[src/rtl/core/gcd_lcm_unit_assert.svh]
// Assertion macros for the GCD and LCM unit.
`ifndef GCD_LCM_UNIT_ASSERT_SVH
`define GCD_LCM_UNIT_ASSERT_SVH
`ifndef ASSERT_OFF
`define GLU_ASSERT_SAME(label, clk, rst, ante, cons) \
  label: assert property (@(posedge clk) disable iff (rst) (ante) |-> (cons)) \
    else $error("gcd_lcm_unit: same-cycle check failed");
`define GLU_ASSERT_NEXT(label, clk, rst, ante, cons) \
  label: assert property (@(posedge clk) disable iff (rst) (ante) |=> (cons)) \
    else $error("gcd_lcm_unit: next-cycle check failed");
`else
`define GLU_ASSERT_SAME(label, clk, rst, ante, cons)
`define GLU_ASSERT_NEXT(label, clk, rst, ante, cons)
`endif
`endif

[src/rtl/core/glu_pkg.sv]
// Shared constants, types and divider interface structs for the GCD and LCM unit.
package glu_pkg;

  localparam int OPERAND_WIDTH = 32;
  localparam int LCM_WIDTH     = 2 * OPERAND_WIDTH;
  localparam int COUNT_WIDTH   = $clog2(OPERAND_WIDTH + 1);

  typedef logic [OPERAND_WIDTH-1:0] operand_t;

  typedef struct packed {
    logic     go;
    operand_t dividend;
    operand_t divisor;
  } div_req_t;

  typedef struct packed {
    logic     done;
    operand_t quotient;
    operand_t remainder;
  } div_rsp_t;

  typedef enum logic [2:0] {
    ST_IDLE,
    ST_LAUNCH,
    ST_MOD,
    ST_QLAUNCH,
    ST_QWAIT,
    ST_MUL
  } state_t;

endpackage

[src/rtl/core/glu_div.sv]
// Shared restoring divider that produces one quotient bit per cycle.
module glu_div
  import glu_pkg::*;
(
  input  logic     clk,
  input  logic     rst,
  input  div_req_t req,
  output div_rsp_t rsp
);

  logic                   busy;
  logic                   done;
  logic [COUNT_WIDTH-1:0] count;
  operand_t               rem;
  operand_t               quo;
  operand_t               div;

  logic [OPERAND_WIDTH:0] rem_shift;
  logic [OPERAND_WIDTH:0] rem_diff;
  logic                   fits;
  operand_t               rem_next;
  operand_t               quo_next;

  always_comb begin
    rem_shift = {rem, quo[OPERAND_WIDTH-1]};
    rem_diff  = rem_shift - {1'b0, div};
    fits      = rem_shift >= {1'b0, div};
    rem_next  = fits ? rem_diff[OPERAND_WIDTH-1:0] : rem_shift[OPERAND_WIDTH-1:0];
    quo_next  = {quo[OPERAND_WIDTH-2:0], fits};
  end

  always_ff @(posedge clk) begin
    if (rst) begin
      busy  <= 1'b0;
      done  <= 1'b0;
      count <= '0;
    end else begin
      done <= 1'b0;
      if (req.go) begin
        busy  <= 1'b1;
        count <= COUNT_WIDTH'(OPERAND_WIDTH);
      end else if (busy) begin
        count <= count - COUNT_WIDTH'(1);
        if (count == COUNT_WIDTH'(1)) begin
          busy <= 1'b0;
          done <= 1'b1;
        end
      end
    end
  end

  always_ff @(posedge clk) begin
    if (req.go) begin
      quo <= req.dividend;
      rem <= '0;
      div <= req.divisor;
    end else if (busy) begin
      quo <= quo_next;
      rem <= rem_next;
    end
  end

  assign rsp.done      = done;
  assign rsp.quotient  = quo;
  assign rsp.remainder = rem;

endmodule

[src/rtl/core/gcd_lcm_unit.sv]
// Top level of the GCD and LCM unit: Euclid sequencer over one shared divider.
//
//   Channel   Handshake          Signals
//   request   start, busy        first_operand, second_operand
//   result    done (one cycle)   gcd_value, lcm_value, zero_operand_error
//
// Each Euclid remainder step and the final quotient use the shared divider.
// A request with a zero operand gives its result in the next cycle.
// Reset is synchronous and returns the sequencer to idle.
// The receiver cannot stall: the result is shown for exactly one cycle.
`include "gcd_lcm_unit_assert.svh"

module gcd_lcm_unit
  import glu_pkg::*;
(
  input  logic                     clk,
  input  logic                     rst,
  input  logic                     start,
  output logic                     busy,
  input  logic [OPERAND_WIDTH-1:0] first_operand,
  input  logic [OPERAND_WIDTH-1:0] second_operand,
  output logic                     done,
  output logic [OPERAND_WIDTH-1:0] gcd_value,
  output logic [LCM_WIDTH-1:0]     lcm_value,
  output logic                     zero_operand_error
);

  state_t   state;
  state_t   state_next;
  logic     done_next;
  operand_t opa;
  operand_t opb;
  operand_t big;
  operand_t small_val;
  div_req_t div_req;
  div_rsp_t div_rsp;
  logic     zero_in;

  assign zero_in = (first_operand == '0) || (second_operand == '0);

  glu_div u_div (
    .clk (clk),
    .rst (rst),
    .req (div_req),
    .rsp (div_rsp)
  );

  always_comb begin
    state_next = state;
    unique case (state)
      ST_IDLE: begin
        if (start && !zero_in) state_next = ST_LAUNCH;
      end
      ST_LAUNCH: state_next = ST_MOD;
      ST_MOD: begin
        if (div_rsp.done) begin
          state_next = (div_rsp.remainder == '0) ? ST_QLAUNCH : ST_LAUNCH;
        end
      end
      ST_QLAUNCH: state_next = ST_QWAIT;
      ST_QWAIT: begin
        if (div_rsp.done) state_next = ST_MUL;
      end
      ST_MUL: state_next = ST_IDLE;
      default: state_next = ST_IDLE;
    endcase
  end

  always_comb begin
    div_req.go       = 1'b0;
    div_req.dividend = big;
    div_req.divisor  = small_val;
    done_next        = 1'b0;
    unique case (state)
      ST_IDLE:    done_next = start && zero_in;
      ST_LAUNCH:  div_req.go = 1'b1;
      ST_QLAUNCH: begin
        div_req.go       = 1'b1;
        div_req.dividend = opa;
        div_req.divisor  = big;
      end
      ST_MUL:     done_next = 1'b1;
      default:    done_next = 1'b0;
    endcase
  end

  assign busy = (state != ST_IDLE);

  always_ff @(posedge clk) begin
    if (rst) begin
      state <= ST_IDLE;
      done  <= 1'b0;
    end else begin
      state <= state_next;
      done  <= done_next;
    end
  end

  always_ff @(posedge clk) begin
    case (state)
      ST_IDLE: begin
        if (start) begin
          opa <= first_operand;
          opb <= second_operand;
          if (first_operand < second_operand) begin
            big       <= second_operand;
            small_val <= first_operand;
          end else begin
            big       <= first_operand;
            small_val <= second_operand;
          end
          if (zero_in) begin
            gcd_value          <= '0;
            lcm_value          <= '0;
            zero_operand_error <= 1'b1;
          end
        end
      end
      ST_MOD: begin
        if (div_rsp.done) begin
          big       <= small_val;
          small_val <= div_rsp.remainder;
        end
      end
      ST_MUL: begin
        gcd_value          <= big;
        lcm_value          <= LCM_WIDTH'(div_rsp.quotient) * LCM_WIDTH'(opb);
        zero_operand_error <= 1'b0;
      end
      default: begin
      end
    endcase
  end

  `GLU_ASSERT_SAME(a_error_gives_zero, clk, rst, done && zero_operand_error, gcd_value == '0 && lcm_value == '0)
  `GLU_ASSERT_SAME(a_gcd_nonzero, clk, rst, done && !zero_operand_error, gcd_value != '0)
  `GLU_ASSERT_NEXT(a_request_taken, clk, rst, start && !busy, busy || done)
  `GLU_ASSERT_SAME(a_no_launch_idle, clk, rst, div_req.go, busy)

endmodule

[config.mk]
export PLATFORM = sky130hd
export DESIGN_NAME = gcd_lcm_unit
export DESIGN_NICKNAME = d
export VERILOG_FILES = /design/src/rtl/core/glu_pkg.sv /design/src/rtl/core/glu_div.sv /design/src/rtl/core/gcd_lcm_unit.sv
export VERILOG_INCLUDE_DIRS = /design/src /design/src/rtl/core
export SDC_FILE = /design/constraint.sdc
export NUM_CORES = 2
export LEC_CHECK = 0
export ABC_AREA = 1
export BUFFER_PORTS_ARGS = -buffer_cell sky130_fd_sc_hd__clkbuf_2
export CAP_MARGIN = 5
export CORE_MARGIN = 2
export CORE_UTILIZATION = 50
export CTS_CLUSTER_DIAMETER = 50
export DETAILED_ROUTE_END_ITERATION = 6
export HOLD_SLACK_MARGIN = 0.12
export PLACE_DENSITY_LB_ADDON = 0.2
export SLEW_MARGIN = 25
export SYNTH_ARGS = -nofsm -noshare
export SYNTH_HDL_FRONTEND = slang
export SYNTH_SLANG_ARGS = --single-unit
[constraint.sdc]
create_clock -name clk -period 12 [get_ports clk]
set_input_delay 0.6 -clock clk [delete_from_list [all_inputs] [get_ports clk]]
set_output_delay 0.6 -clock clk [all_outputs]
set_load 0.02 [all_outputs]
==> results.py <==
metrics = {
    "layout": {
        "nets": 8208,
        "fin_util_pct": 54.0,
        "area_delta_synth_final_pct": 7.27,
        "drive_above_1_share_pct": 5.38,
    },
    "setup_path": {
        "critical_path_required_ps": 12430,
        "crit_path_frequent_cell": "fa_1",
        "max_stage_delay_ps": 780,
        "worstPathMaxFanout": 17,
        "cp.arrival_ps": 8110,
        "crit_chain": "buf_4 > nand2_1 > inv_1 > fa_1 > fa_1 > inv_1 > fa_1 > fa_1 > fa_1 > inv_1 > fa_1 > fa_1 > inv_1 > fa_1 > inv_1 > ha_1 > nand2_1 > nor2_1 > nand2_1 > nor2_1 > o21ai_0 > nand3_1 > nor2_1 > nor2_1",
        "cp_slowest_cell": "edfxtp_1",
        "start_kind": "flip-flop",
        "endpoint_kind": "flip-flop",
        "crit_type": "flip-flop to flip-flop",
    },
    "floorplanning": {
        "fp.dieH_um": 329,
        "rows": 119,
        "placeableCoreArea_sq_um": 105000,
        "io_pins": 166,
        "die_w_um": 329,
        "initial_core_util_pct": 50.4,
        "dieArea_sq_um": 109000,
    },
    "synthesis": {
        "seq_area_frac_synth_pct": 18.0,
        "synth_seq_cells": 333,
        "syn_avg_cell_area_sq_um": 7.66,
        "syn_area_sq_um": 53000,
        "yosysWarnings": 0,
        "ys_types": 41,
        "syn_inst": 6913,
        "synth_fp_nets": 8205,
    },
    "drt": {
        "drc": 0,
        "vias": 42850,
        "antenna_left": 0,
        "routed_wl_mm": 162,
        "firstDrtPassIters": 6,
        "drtIter0Drc": 3272,
        "viasPerCell": 5.13,
        "wl_per_cell_um": 19.4,
    },
    "place": {
        "gp_congestion": 0.978,
        "dpl.hpwl_mm": 128,
        "io_buffers": 165,
    },
    "global_routing": {
        "grt_max_degree": 68,
        "grt_pass1_vias": 44282,
        "overflow": 0,
        "antenna_found_initial": 2,
        "grt_pass1_wl_mm": 255,
        "grt_usage_pct": 30.7,
    },
    "hold_path": {
        "hold_path_class": "primary input to flip-flop",
    },
    "clock_tree": {
        "cts_setup_buffers": 0,
        "ctsHoldBuffers": 0,
        "cts_root_buf": "clkbuf_16",
        "post_cts_resized": 0,
        "cts.clk_slew.worst_paths_ps": 60,
        "clockBufferDepth": 3,
        "clock_sinks": 333,
        "tritoncts": "done",
        "clkLatencyLatePin_ps": 660,
        "numCtsBuffers": 53,
        "htree_num_levels": 2,
    },
    "timing": {
        "max_freq_ghz": 0.130,
        "max-slew-margin-rel_pct": 26.8,
        "setup_viol": 0,
        "tightest_slew_ps": 1100,
        "rsz0062_at_grt": "false",
        "period_share_pct": 64.0,
        "period_needed_ps": 7680,
        "slew_violations": 0,
        "fin_tns_setup_ps": 0,
        "hold_viol_final": 0,
        "fin_skew_ps": 51.4,
    },
    "status": {
        "outcome": "complete, no violations",
    },
    "job": {
        "drv_cap": 0,
    },
}
through the flow:
step	worst slack [ps]	std cells	hold slack, ps	instance area, sq um
after floorplan	5520	6913	448	53000
final	4320	8352	155	56800
after CTS	4390	8349	122	56800
after global routing	4010	8349	137	56800
after detailed placement	4420	8252	470	55100
after global placement	4450	8251	463	55000
final cells by class:
cell class	count	area (sq um)
diodes	3	7.51
clock buffers	62	1390
clock inverters	35	360
fillers	10167	48300
inverters	1934	7260
multi-input cells	4343	35000
flip-flops and latches	333	9560
well taps	1391	1740
repair buffers	251	1490
per-layer routing:
layer	up-vias	share of wire, %	GRT usage, %
met3	295	6.7	4.06
met1	21056	40	39.5
met2	1535	49	53.2
met4	0	4.0	11.1
li1	19964	-	-
met5	-	0	0
cells in the mapped netlist (all sizes together):
cell,instances,area (sq um)
dfxtp,44,881
clkbuf,256,961
and2,5,31.3
buf,47,245
clkinv,7,26.3
nor2,307,1190
nor4,6,43.8
a21oi,207,1040
or2,3,18.8
a21o,2,15.0
nand3b,2,15.0
ha,328,4100
a21boi,2,15.0
fa,897,18000
edfxtp,289,8680
nor3,39,200
nand3,289,1450
nand2,2087,7860
o21bai,16,120
o22ai,1,6.26
and3,1,6.26
a31oi,1,6.26
inv,1927,7230
o21a,5,37.5
nand4,18,113
xor2,4,35.0
nor3b,1,7.51
o21ai,105,526
xnor2,17,149
worst paths after layout:
check | start | cells after the start | slack [ps] | end
max | opb[8] | 24 | 4320 | lcm_value[36]
min | second_operand[19] | 1 | 160 | opb[19]
max reg2reg | opb[8] | 24 | 4320 | lcm_value[36]
min reg2reg | u_div.count[3] | 2 | 480 | u_div.count[3]
logic make-up after synthesis:
family | after synthesis | synth area share [%]
AND/OR/NAND/NOR | 2758 | 20.6
buffers and inverters | 2237 | 16.0
adder cells (fa/ha/maj) | 1225 | 41.7
AO/OA/AOI/OAI | 339 | 3.33
flip-flops | 333 | 18.0
XOR/XNOR | 21 | 0.347
worst max-delay path: cells and delay by family, from the launching register on:
family,cells,cell delay [ps]
fa+ha+maj,9,4440
buf+inv,6,690
compound gates,1,140
flops,1,780
simple gates,8,1430
cells in the final DEF (no fill, tap or decap), drive strengths merged, types with 6 or more instances in the layout:
master / netlist / layout
nand2: 2087 / 2087
inv: 1927 / 1943
fa: 897 / 897
ha: 328 / 328
nor2: 307 / 307
edfxtp: 289 / 289
nand3: 289 / 289
clkbuf: 256 / 227
a21oi: 207 / 207
o21ai: 105 / 105
buf: 47 / 86
dfxtp: 44 / 44
nor3: 39 / 39
clkinv: 7 / 20
nand4: 18 / 18
xnor2: 17 / 17
o21bai: 16 / 16
nor4: 6 / 6
sequential cells by signal, summed over array words and instances, names as in the netlist, 3 cells and up:
signal,cells
opa,32
u_div.quo,32
u_div.div,32
lcm_value,64
small_val,32
u_div.rem,32
gcd_value,32
u_div.count,6
big,32
state,3
opb,32
Power is left out: the tool's default activity adds up to more than one toggle a clock period on the data nets, which glitch-free logic cannot reach.
